<file path="config.mk">
export PLATFORM = sky130hd
export DESIGN_NAME = masked_residual_norm_reducer_top
export DESIGN_NICKNAME = d
export VERILOG_FILES = /design/src/design/mrnr_pkg.sv /design/src/design/mrnr_front.sv /design/src/design/mrnr_queue.sv /design/src/design/mrnr_back.sv /design/src/design/mrnr_finish.sv /design/src/design/masked_residual_norm_reducer_top.sv
export VERILOG_INCLUDE_DIRS = /design/src /design/src/design
export SDC_FILE = /design/constraint.sdc
export NUM_CORES = 2
export LEC_CHECK = 0
export BUFFER_PORTS_ARGS = -buffer_cell sky130_fd_sc_hd__buf_2
export CAP_MARGIN = 20
export CORE_MARGIN = 2
export CORE_UTILIZATION = 55
export DETAILED_ROUTE_END_ITERATION = 8
export PLACE_DENSITY_LB_ADDON = 0.25
export SYNTH_ARGS = -nofsm -noshare
export SYNTH_HDL_FRONTEND = slang
export SYNTH_HIERARCHICAL = 1
export SYNTH_SLANG_ARGS = --single-unit
</file>
<file path="constraint.sdc">
create_clock -name clk_i -period 11.1 [get_ports clk_i]
set_clock_uncertainty 0.15 [all_clocks]
set_input_delay 0.555 -clock clk_i [delete_from_list [all_inputs] [get_ports clk_i]]
set_output_delay 0.555 -clock clk_i [all_outputs]
set_load 0.03 [all_outputs]
</file>
<file path="src/design/assert_macros.svh">
// Assertion macros shared by the reducer RTL files
`ifndef ASSERT_MACROS_SVH
`define ASSERT_MACROS_SVH

// Clocked check with reset disable and a fixed report
`define ASSERT_CLK(lbl, clk, rstn, prop) \
  lbl: assert property (@(posedge clk) disable iff (!rstn) prop) \
    else $error("%m: assertion failed");

// Clocked check with reset disable and a caller message
`define ASSERT_CLK_MSG(lbl, clk, rstn, prop, msg) \
  lbl: assert property (@(posedge clk) disable iff (!rstn) prop) \
    else $error(msg);

`endif

</file>
<file path="src/design/mrnr_pkg.sv">
// Types and constants of the masked residual norm reducer
package mrnr_pkg;

  localparam int DATA_W      = 32;
  localparam int POS_W       = 16;
  localparam int SUM_W       = 64;
  localparam int DOF_CNT_W   = 17;
  localparam int QUEUE_DEPTH = 4;
  localparam int QPTR_W      = $clog2(QUEUE_DEPTH);
  localparam int QCNT_W      = $clog2(QUEUE_DEPTH + 1);
  localparam int STEP_W      = 5;
  localparam logic [STEP_W-1:0] LAST_STEP = STEP_W'(31);
  localparam int APB_ADDR_W  = 3;
  localparam int APB_DATA_W  = 32;

  // Register index codes (word index taken from paddr[2])
  localparam logic REG_TOTAL_DOF = 1'b0;

  // One classified item travelling from front to back
  typedef struct packed {
    logic [DATA_W-1:0] res_mag;
    logic [DATA_W-1:0] inc_mag;
    logic [POS_W-1:0]  pos;
    logic              counted;
    logic              last;
  } mrnr_item_t;

  // Vector summary handed from back to the finishing unit
  typedef struct packed {
    logic [DATA_W-1:0] res_max;
    logic [POS_W-1:0]  res_pos;
    logic [DATA_W-1:0] inc_max;
    logic [POS_W-1:0]  inc_pos;
    logic [SUM_W-1:0]  sum;
    logic              sat;
  } mrnr_summary_t;

  typedef enum logic [1:0] {
    FIN_IDLE,
    FIN_SQRT,
    FIN_DIV,
    FIN_OUT
  } fin_state_e;

endpackage

</file>
<file path="src/design/mrnr_front.sv">
// Front end: accepts items, forms magnitudes, mask and dof position
module mrnr_front #(
  parameter int MAX_DOFS    = 65536,
  parameter int VALUE_WIDTH = 32
) (
  input  logic                      clk_i,
  input  logic                      rst_ni,
  input  logic                      in_valid_i,
  output logic                      in_stall_o,
  input  logic signed [31:0]        residual_value_i,
  input  logic signed [31:0]        increment_value_i,
  input  logic                      include_flag_i,
  input  logic                      boundary_flag_i,
  input  logic                      last_item_i,
  input  logic                      full_i,
  output logic                      push_o,
  output mrnr_pkg::mrnr_item_t      item_o
);
  import mrnr_pkg::*;

  localparam int PW = $clog2(MAX_DOFS);

  logic [PW-1:0]          pos_q, pos_d;
  logic [PW+POS_W-1:0]    pos_ext;
  logic [VALUE_WIDTH-1:0] res_raw, inc_raw, res_mag, inc_mag;

  // Stall while the queue has no room
  assign in_stall_o = full_i;
  assign push_o     = in_valid_i && !full_i;

  // Take the magnitude of the low value bits as two's complement
  assign res_raw = residual_value_i[VALUE_WIDTH-1:0];
  assign inc_raw = increment_value_i[VALUE_WIDTH-1:0];
  assign res_mag = res_raw[VALUE_WIDTH-1] ? (~res_raw + 1'b1) : res_raw;
  assign inc_mag = inc_raw[VALUE_WIDTH-1] ? (~inc_raw + 1'b1) : inc_raw;

  // Report the position in its low bits
  assign pos_ext = {{POS_W{1'b0}}, pos_q};

  always_comb begin
    item_o.res_mag = DATA_W'(res_mag);
    item_o.inc_mag = DATA_W'(inc_mag);
    item_o.pos     = pos_ext[POS_W-1:0];
    item_o.counted = include_flag_i && !boundary_flag_i;
    item_o.last    = last_item_i;
  end

  // Advance the position on every item, wrap at the dof limit, clear after last
  always_comb begin
    pos_d = pos_q;
    if (push_o) begin
      if (last_item_i || pos_q == PW'(MAX_DOFS - 1)) begin
        pos_d = '0;
      end else begin
        pos_d = pos_q + 1'b1;
      end
    end
  end

  always_ff @(posedge clk_i or negedge rst_ni) begin
    if (!rst_ni) begin
      pos_q <= '0;
    end else begin
      pos_q <= pos_d;
    end
  end

endmodule

</file>
<file path="src/design/mrnr_queue.sv">
// Short item queue between front and back
`include "assert_macros.svh"

module mrnr_queue (
  input  logic                 clk_i,
  input  logic                 rst_ni,
  input  logic                 push_i,
  input  mrnr_pkg::mrnr_item_t push_item_i,
  output logic                 full_o,
  input  logic                 pop_i,
  output logic                 valid_o,
  output mrnr_pkg::mrnr_item_t head_o
);
  import mrnr_pkg::*;

  mrnr_item_t          mem_q [QUEUE_DEPTH];
  logic [QPTR_W-1:0]   wr_ptr_q, rd_ptr_q;
  logic [QCNT_W-1:0]   count_q, count_d;
  logic                do_pop;

  assign full_o  = (count_q == QCNT_W'(QUEUE_DEPTH));
  assign valid_o = (count_q != '0);
  assign head_o  = mem_q[rd_ptr_q];
  assign do_pop  = pop_i && valid_o;

  // Track fill level
  always_comb begin
    count_d = count_q;
    if (push_i && !do_pop) begin
      count_d = count_q + 1'b1;
    end else if (!push_i && do_pop) begin
      count_d = count_q - 1'b1;
    end
  end

  always_ff @(posedge clk_i or negedge rst_ni) begin
    if (!rst_ni) begin
      wr_ptr_q <= '0;
      rd_ptr_q <= '0;
      count_q  <= '0;
    end else begin
      count_q <= count_d;
      if (push_i) begin
        wr_ptr_q <= wr_ptr_q + 1'b1;
      end
      if (do_pop) begin
        rd_ptr_q <= rd_ptr_q + 1'b1;
      end
    end
  end

  // Store pushed items
  always_ff @(posedge clk_i) begin
    if (push_i) begin
      mem_q[wr_ptr_q] <= push_item_i;
    end
  end

  `ASSERT_CLK(a_no_push_full, clk_i, rst_ni, push_i |-> !full_o)
  `ASSERT_CLK(a_count_up, clk_i, rst_ni,
    (push_i && !do_pop) |=> (count_q == $past(count_q) + 1'b1))

endmodule

</file>
<file path="src/design/mrnr_back.sv">
// Back end: squares residuals, tracks maxima and accumulates the sum
`include "assert_macros.svh"

module mrnr_back (
  input  logic                    clk_i,
  input  logic                    rst_ni,
  input  logic                    q_valid_i,
  input  mrnr_pkg::mrnr_item_t    q_head_i,
  output logic                    q_pop_o,
  input  logic                    fin_busy_i,
  output logic                    fin_start_o,
  output mrnr_pkg::mrnr_summary_t summary_o
);
  import mrnr_pkg::*;

  logic              advance, fire;
  logic              a_valid_q, a_valid_d;
  mrnr_item_t        a_item_q;
  logic [SUM_W-1:0]  a_sq_q;

  logic [DATA_W-1:0] res_max_q, res_max_d, inc_max_q, inc_max_d;
  logic [POS_W-1:0]  res_pos_q, res_pos_d, inc_pos_q, inc_pos_d;
  logic [SUM_W-1:0]  sum_q, sum_d;
  logic              sat_q, sat_d;
  logic [SUM_W:0]    sum_wide;
  mrnr_summary_t     upd;

  // Hold everything while the finishing unit is busy
  assign advance = !fin_busy_i;
  assign fire    = advance && a_valid_q;
  assign q_pop_o = advance;
  assign a_valid_d = advance ? q_valid_i : a_valid_q;

  // Stage A: square the residual magnitude
  always_ff @(posedge clk_i or negedge rst_ni) begin
    if (!rst_ni) begin
      a_valid_q <= 1'b0;
    end else begin
      a_valid_q <= a_valid_d;
    end
  end

  always_ff @(posedge clk_i) begin
    if (advance && q_valid_i) begin
      a_item_q <= q_head_i;
      a_sq_q   <= SUM_W'(q_head_i.res_mag) * SUM_W'(q_head_i.res_mag);
    end
  end

  // Update maxima (strict compare keeps the first position) and the sum
  assign sum_wide = {1'b0, sum_q} + {1'b0, a_sq_q};

  always_comb begin
    upd.res_max = res_max_q;
    upd.res_pos = res_pos_q;
    upd.inc_max = inc_max_q;
    upd.inc_pos = inc_pos_q;
    upd.sum     = sum_q;
    upd.sat     = sat_q;
    if (a_item_q.counted) begin
      if (a_item_q.res_mag > res_max_q) begin
        upd.res_max = a_item_q.res_mag;
        upd.res_pos = a_item_q.pos;
      end
      if (a_item_q.inc_mag > inc_max_q) begin
        upd.inc_max = a_item_q.inc_mag;
        upd.inc_pos = a_item_q.pos;
      end
      if (sum_wide[SUM_W]) begin
        upd.sum = '1;
        upd.sat = 1'b1;
      end else begin
        upd.sum = sum_wide[SUM_W-1:0];
      end
    end
  end

  assign summary_o   = upd;
  assign fin_start_o = fire && a_item_q.last;

  // Clear the vector state after a last item
  always_comb begin
    res_max_d = res_max_q;
    res_pos_d = res_pos_q;
    inc_max_d = inc_max_q;
    inc_pos_d = inc_pos_q;
    sum_d     = sum_q;
    sat_d     = sat_q;
    if (fire) begin
      if (a_item_q.last) begin
        res_max_d = '0;
        res_pos_d = '0;
        inc_max_d = '0;
        inc_pos_d = '0;
        sum_d     = '0;
        sat_d     = 1'b0;
      end else begin
        res_max_d = upd.res_max;
        res_pos_d = upd.res_pos;
        inc_max_d = upd.inc_max;
        inc_pos_d = upd.inc_pos;
        sum_d     = upd.sum;
        sat_d     = upd.sat;
      end
    end
  end

  always_ff @(posedge clk_i or negedge rst_ni) begin
    if (!rst_ni) begin
      res_max_q <= '0;
      res_pos_q <= '0;
      inc_max_q <= '0;
      inc_pos_q <= '0;
      sum_q     <= '0;
      sat_q     <= 1'b0;
    end else begin
      res_max_q <= res_max_d;
      res_pos_q <= res_pos_d;
      inc_max_q <= inc_max_d;
      inc_pos_q <= inc_pos_d;
      sum_q     <= sum_d;
      sat_q     <= sat_d;
    end
  end

  `ASSERT_CLK(a_clear_after_last, clk_i, rst_ni,
    fin_start_o |=> (sum_q == '0 && !sat_q && res_max_q == '0 && inc_max_q == '0))

endmodule

</file>
<file path="src/design/mrnr_finish.sv">
// Finishing unit: iterative square root, iterative divide, result register
`include "assert_macros.svh"

module mrnr_finish (
  input  logic                          clk_i,
  input  logic                          rst_ni,
  input  logic                          start_i,
  input  mrnr_pkg::mrnr_summary_t       summary_i,
  input  logic [mrnr_pkg::DOF_CNT_W-1:0] dof_count_i,
  output logic                          busy_o,
  output logic                          out_valid_o,
  input  logic                          out_stall_i,
  output logic [31:0]                   residual_max_abs_o,
  output logic [15:0]                   residual_max_position_o,
  output logic [31:0]                   increment_max_abs_o,
  output logic [15:0]                   increment_max_position_o,
  output logic [31:0]                   l2_norm_value_o,
  output logic                          sum_saturated_o
);
  import mrnr_pkg::*;

  fin_state_e           state_q, state_d;
  logic [STEP_W-1:0]    step_q, step_d;
  logic [SUM_W-1:0]     x_q, x_d, root_q, root_d, bit_q, bit_d, trial;
  logic [DATA_W-1:0]    quo_q, quo_d;
  logic [DOF_CNT_W-1:0] rem_q, rem_d, div_eff;
  logic [DOF_CNT_W:0]   rem_sh, rem_diff;
  logic                 rem_ge;
  mrnr_summary_t        res_q;

  assign busy_o      = (state_q != FIN_IDLE);
  assign out_valid_o = (state_q == FIN_OUT);

  // A zero divisor counts as one
  assign div_eff  = (dof_count_i == '0) ? DOF_CNT_W'(1) : dof_count_i;

  // One root digit per cycle
  assign trial    = root_q + bit_q;

  // One quotient bit per cycle
  assign rem_sh   = {rem_q, quo_q[DATA_W-1]};
  assign rem_diff = rem_sh - {1'b0, div_eff};
  assign rem_ge   = (rem_sh >= {1'b0, div_eff});

  always_comb begin
    state_d = state_q;
    step_d  = step_q;
    x_d     = x_q;
    root_d  = root_q;
    bit_d   = bit_q;
    quo_d   = quo_q;
    rem_d   = rem_q;
    case (state_q)
      FIN_IDLE: begin
        if (start_i) begin
          state_d = FIN_SQRT;
          step_d  = LAST_STEP;
          x_d     = summary_i.sum;
          root_d  = '0;
          bit_d   = SUM_W'(1) << (SUM_W - 2);
        end
      end
      FIN_SQRT: begin
        if (x_q >= trial) begin
          x_d    = x_q - trial;
          root_d = (root_q >> 1) + bit_q;
        end else begin
          root_d = root_q >> 1;
        end
        bit_d  = bit_q >> 2;
        step_d = step_q - 1'b1;
        if (step_q == '0) begin
          state_d = FIN_DIV;
          step_d  = LAST_STEP;
          quo_d   = root_d[DATA_W-1:0];
          rem_d   = '0;
        end
      end
      FIN_DIV: begin
        rem_d  = rem_ge ? rem_diff[DOF_CNT_W-1:0] : rem_sh[DOF_CNT_W-1:0];
        quo_d  = {quo_q[DATA_W-2:0], rem_ge};
        step_d = step_q - 1'b1;
        if (step_q == '0) begin
          state_d = FIN_OUT;
        end
      end
      FIN_OUT: begin
        if (!out_stall_i) begin
          state_d = FIN_IDLE;
        end
      end
      default: begin
        state_d = FIN_IDLE;
      end
    endcase
  end

  always_ff @(posedge clk_i or negedge rst_ni) begin
    if (!rst_ni) begin
      state_q <= FIN_IDLE;
      step_q  <= '0;
    end else begin
      state_q <= state_d;
      step_q  <= step_d;
    end
  end

  // Datapath registers
  always_ff @(posedge clk_i) begin
    x_q    <= x_d;
    root_q <= root_d;
    bit_q  <= bit_d;
    quo_q  <= quo_d;
    rem_q  <= rem_d;
    if (start_i && state_q == FIN_IDLE) begin
      res_q <= summary_i;
    end
  end

  assign residual_max_abs_o       = res_q.res_max;
  assign residual_max_position_o  = res_q.res_pos;
  assign increment_max_abs_o      = res_q.inc_max;
  assign increment_max_position_o = res_q.inc_pos;
  assign sum_saturated_o          = res_q.sat;
  assign l2_norm_value_o          = quo_q;

  `ASSERT_CLK_MSG(a_start_when_idle, clk_i, rst_ni,
    start_i |-> (state_q == FIN_IDLE), "summary handed over while finishing unit busy")
  `ASSERT_CLK(a_root_to_div, clk_i, rst_ni,
    (state_q == FIN_SQRT && step_q == '0) |=> (state_q == FIN_DIV))

endmodule

</file>
<file path="src/design/masked_residual_norm_reducer_top.sv">
// Top level of the masked residual norm reducer
// Takes one dof item per cycle while its four-entry queue has room and retires
// one item per cycle in the back end (square, then compare and accumulate)
// while the finishing unit is idle. On an item marked last, the finishing unit
// runs an iterative square root, then an iterative division by total_dof_count,
// and holds the result until taken; the back end halts meanwhile.
// total_dof_count sits at byte address 0 and resets to 1.
module masked_residual_norm_reducer_top #(
  parameter int MAX_DOFS    = 65536,
  parameter int VALUE_WIDTH = 32
) (
  input  logic                                clk_i,
  input  logic                                rst_ni,
  // APB configuration port
  input  logic                                psel,
  input  logic                                penable,
  input  logic                                pwrite,
  input  logic [mrnr_pkg::APB_ADDR_W-1:0]     paddr,
  input  logic [mrnr_pkg::APB_DATA_W-1:0]     pwdata,
  output logic [mrnr_pkg::APB_DATA_W-1:0]     prdata,
  output logic                                pready,
  // Item input
  input  logic                                in_valid_i,
  output logic                                in_stall_o,
  input  logic signed [31:0]                  residual_value_i,
  input  logic signed [31:0]                  increment_value_i,
  input  logic                                include_flag_i,
  input  logic                                boundary_flag_i,
  input  logic                                last_item_i,
  // Result output
  output logic                                out_valid_o,
  input  logic                                out_stall_i,
  output logic [31:0]                         residual_max_abs_o,
  output logic [15:0]                         residual_max_position_o,
  output logic [31:0]                         increment_max_abs_o,
  output logic [15:0]                         increment_max_position_o,
  output logic [31:0]                         l2_norm_value_o,
  output logic                                sum_saturated_o
);
  import mrnr_pkg::*;

  logic [DOF_CNT_W-1:0] dof_count_q;
  logic                 push, full, pop, q_valid, fin_busy, fin_start;
  mrnr_item_t           push_item, q_head;
  mrnr_summary_t        summary;

  // Configuration register
  assign pready = 1'b1;

  always_ff @(posedge clk_i or negedge rst_ni) begin
    if (!rst_ni) begin
      dof_count_q <= DOF_CNT_W'(1);
    end else if (psel && penable && pwrite && paddr[2] == REG_TOTAL_DOF) begin
      dof_count_q <= pwdata[DOF_CNT_W-1:0];
    end
  end

  always_comb begin
    prdata = '0;
    if (paddr[2] == REG_TOTAL_DOF) begin
      prdata = APB_DATA_W'(dof_count_q);
    end
  end

  mrnr_front #(
    .MAX_DOFS    (MAX_DOFS),
    .VALUE_WIDTH (VALUE_WIDTH)
  ) u_front (
    .clk_i             (clk_i),
    .rst_ni            (rst_ni),
    .in_valid_i        (in_valid_i),
    .in_stall_o        (in_stall_o),
    .residual_value_i  (residual_value_i),
    .increment_value_i (increment_value_i),
    .include_flag_i    (include_flag_i),
    .boundary_flag_i   (boundary_flag_i),
    .last_item_i       (last_item_i),
    .full_i            (full),
    .push_o            (push),
    .item_o            (push_item)
  );

  mrnr_queue u_queue (
    .clk_i       (clk_i),
    .rst_ni      (rst_ni),
    .push_i      (push),
    .push_item_i (push_item),
    .full_o      (full),
    .pop_i       (pop),
    .valid_o     (q_valid),
    .head_o      (q_head)
  );

  mrnr_back u_back (
    .clk_i       (clk_i),
    .rst_ni      (rst_ni),
    .q_valid_i   (q_valid),
    .q_head_i    (q_head),
    .q_pop_o     (pop),
    .fin_busy_i  (fin_busy),
    .fin_start_o (fin_start),
    .summary_o   (summary)
  );

  mrnr_finish u_finish (
    .clk_i                    (clk_i),
    .rst_ni                   (rst_ni),
    .start_i                  (fin_start),
    .summary_i                (summary),
    .dof_count_i              (dof_count_q),
    .busy_o                   (fin_busy),
    .out_valid_o              (out_valid_o),
    .out_stall_i              (out_stall_i),
    .residual_max_abs_o       (residual_max_abs_o),
    .residual_max_position_o  (residual_max_position_o),
    .increment_max_abs_o      (increment_max_abs_o),
    .increment_max_position_o (increment_max_position_o),
    .l2_norm_value_o          (l2_norm_value_o),
    .sum_saturated_o          (sum_saturated_o)
  );

endmodule
</file>
==> qor.csv <==
metric,value,unit
layout-drive-gt1-share,10.18,%
dp_hpwl,164900,microns
drv_slew,0,
path_clk_slew,0.06,ns
grt_pass1_wl,347900,microns
fp.dieH,399.0,microns
clk_path_buf_depth,3,
firstDrtPassIters,8,
grt_pass1_vias,62650,
syn2layout_area_growth,7.728,%
numClockSinks,987,
syn_avg_cell_area,10.53,sq um
first_iter_violations,4940,
rsz0062_at_grt,false,
tns,0,ns
fin_crit_sh,96.08,%
wl,217700,microns
fp.coreArea,0.1546,sq mm
crit_path_start_kind,flip-flop,
cts_tree,done,
cap_violations,0,
final-setup-viol-count,0,
max_freq,0.09377,GHz
io_buffers,239,
vias,61200,
hold_class,in2reg,
seq_area,0.02860,sq mm
period_needed,10.66,ns
grt.overflow.total,0,
wire_per_inst,21.01,microns
crit_arrival,10.94,ns
cts_resized,0,
avgViaCountPerCell,5.905,
yosysWarnings,6,
crit_path_end_kind,flip-flop,
fillerInstances,12760,
synth_area,0.08581,sq mm
multi_input_area,0.05116,sq mm
required,11.37,ns
seq_area_frac_synth,33.32,%
slew_headroom,28.81,%
gp_congestion,0.9444,
grt_max_degree,124,
ys_ff_latch,987,
clock_latency,0.78,ns
postSynthCellCount,8152,
dieArea,0.1592,sq mm
synth_ff_type,edfxtp_1,
hold_viol,0,
critical_path_class,reg2reg,
cts-buffers-inserted,106,
die_x,399.0,microns
grt_use_total,27.67,%
root_buffer,clkbuf_16,
drc,0,
async_flop_share,21.18,%
synth.distinct_cells,119,
ios,273,
antenna_found_initial,2,
status,"finished, final reports clean",
fin_nets,9724,
worst_slew_pin_slew,1.057,ns
synth_edf_count,778,
initial_utilization,55.51,%
cts.htree.levels,3,
rows,144,
final_antenna_net_count,0,
crit_fanout,26,
## cells in the final DEF (no fill, tap or decap), types with 62 or more instances in the layout
cell type / n
nor3_1: 84
nor2b_1: 62
nand2_1: 622
o21ai_0: 311
mux2_2: 134
nor2_1: 376
ha_1: 586
nand3_1: 94
xor2_1: 136
o31ai_1: 63
a21o_1: 147
inv_1: 1181
a21oi_1: 397
and3_1: 67
xnor2_1: 252
clkbuf_16: 107
mux4_2: 82
dfrtp_1: 206
buf_2: 238
a22o_1: 94
buf_4: 80
nand4_1: 119
fa_1: 799
edfxtp_1: 778
a31oi_1: 117
and2_1: 325
## layout make-up
cell class / instances / area share [%]
inverter: 1186 / 4.816
sequential: 987 / 30.94
clock inverter: 59 / 0.6970
multi-input combinational: 5603 / 55.34
timing repair buffer: 345 / 2.268
clock buffer: 140 / 3.171
tap: 2044 / 2.767
antenna: 1 / 0.002707
## per-layer routing
layer / track usage (%) / vias to the layer above / share of wire (%)
met1: 39.13 / 30710 / 43
met4: 7.666 / 0 / 2.7
met5: 0 / - / 0
met3: 3.494 / 317 / 6.5
met2: 45.13 / 2035 / 47
li1: - / 28140 / -
## through the flow
stage	std cells	cell area, sq um	setup slack, ns	utilization, %	hold WS (ns)
6_report	10370	92440	0.4354	59.80	0.06078
3_3_place_gp	10140	88610	0.6732	57.32	0.3158
5_1_grt	10370	92440	0.05582	59.80	0.06980
2_1_floorplan	8166	85860	0.9188	-	0.1094
4_1_cts	10360	92410	0.4755	59.78	0.01296
3_5_place_dp	10140	88610	0.5876	57.32	0.3241
## cell families (layout without fill, tap and decap cells)
logic type                 count (synthesis)  after routing  share of synthesized area, %
adders and majority gates               1386           1386                         27.20
other                                      2             17                      0.008752
AOI/OAI and AO/OA                       1606           1606                         12.54
muxes                                    257            257                         4.447
DFF                                      987            987                         33.32
and+or+nand+nor                         1950           1950                         11.29
xor gates and xnor gates                 388            388                         3.960
buffers and inverters                   1576           1730                         7.239
## critical path, stage by stage (launching register included)
cell and delay (ns):
dfrtp_4 0.84, buf_4 0.36, mux4_2 0.79, buf_4 0.30, nand2_1 0.13, inv_1 0.08
fa_1 0.47, fa_1 0.50, fa_1 0.51, inv_1 0.05, fa_1 0.53, inv_1 0.06
fa_1 0.53, fa_1 0.45, fa_1 0.56, inv_1 0.06, fa_1 0.58, inv_1 0.06
ha_1 0.46, nand2_1 0.16, nor4_1 0.61, nand4_1 0.25, and3_1 0.33, o41a_1 0.46
o31a_1 0.40, o21ai_2 0.27, a311oi_1 0.15, xnor2_1 0.15
## path summary, 6_finish.rpt
check	cells past startpoint	slack [ns]	start	endpoint
worst max-delay path	27	0.44	u_queue/rd_ptr_q[0]	u_back/a_sq_q[61]
worst min-delay path	4	0.06	out_stall_i	u_finish/state_q[0]
worst max register to register	27	0.44	u_queue/rd_ptr_q[0]	u_back/a_sq_q[61]
worst min register to register	1	0.35	u_queue/count_q[2]	u_queue/count_q[2]
max in group asynchronous	3	9.07	rst_ni	u_back/sum_q[58]
min in group asynchronous	2	0.31	rst_ni	u_back/inc_max_q[17]
## Yosys cell counts (all sizes together) (56+ instances only)
cell       n  area share, %
edfxtp   778             27
inv     1183            5.2
nand2    624            2.7
nand3     94           0.55
mux4      82            2.2
xnor2    252            2.6
a21oi    407            2.4
clkbuf   278            1.2
o21ai    344            2.0
a31oi    122           0.94
ha       587            8.6
o21bai    56           0.50
fa       799             19
dfrtp    208            6.1
nand4    120           0.88
buf      112           0.83
xor2     136            1.4
and2     333            2.4
nor2     378            1.7
nor2b     64           0.47
nor3      88           0.54
and3      68           0.50
o31ai     70           0.67
a22o      94           0.96
mux2     144            1.9
a21o     148            1.3
## flip-flops by register name (all words and copies together), names as in the netlist, 17 cells and up
signal                        count
u_finish/rem_q                   17
u_finish/increment_max_abs_o     32
u_finish/root_q                  64
u_finish/x_q                     64
u_back/a_item_q                  82
u_finish/l2_norm_value_o         32
u_back/res_max_q                 32
u_queue/mem_q                   328
u_finish/residual_max_abs_o      32
dof_count_q                      17
u_back/a_sq_q                    62
u_back/inc_max_q                 32
u_back/sum_q                     64
u_finish/bit_q                   32
## timing repair
| action | in CTS | in global routing |
|---|---|---|
| hold buffers | 22 | 0 |
| setup buffers | 0 | 0 |
| hold endpoints to repair | 114 | 0 |
Power is left out: the tool's default activity adds up to more than one toggle a clock period on the data nets, which glitch-free logic cannot reach.
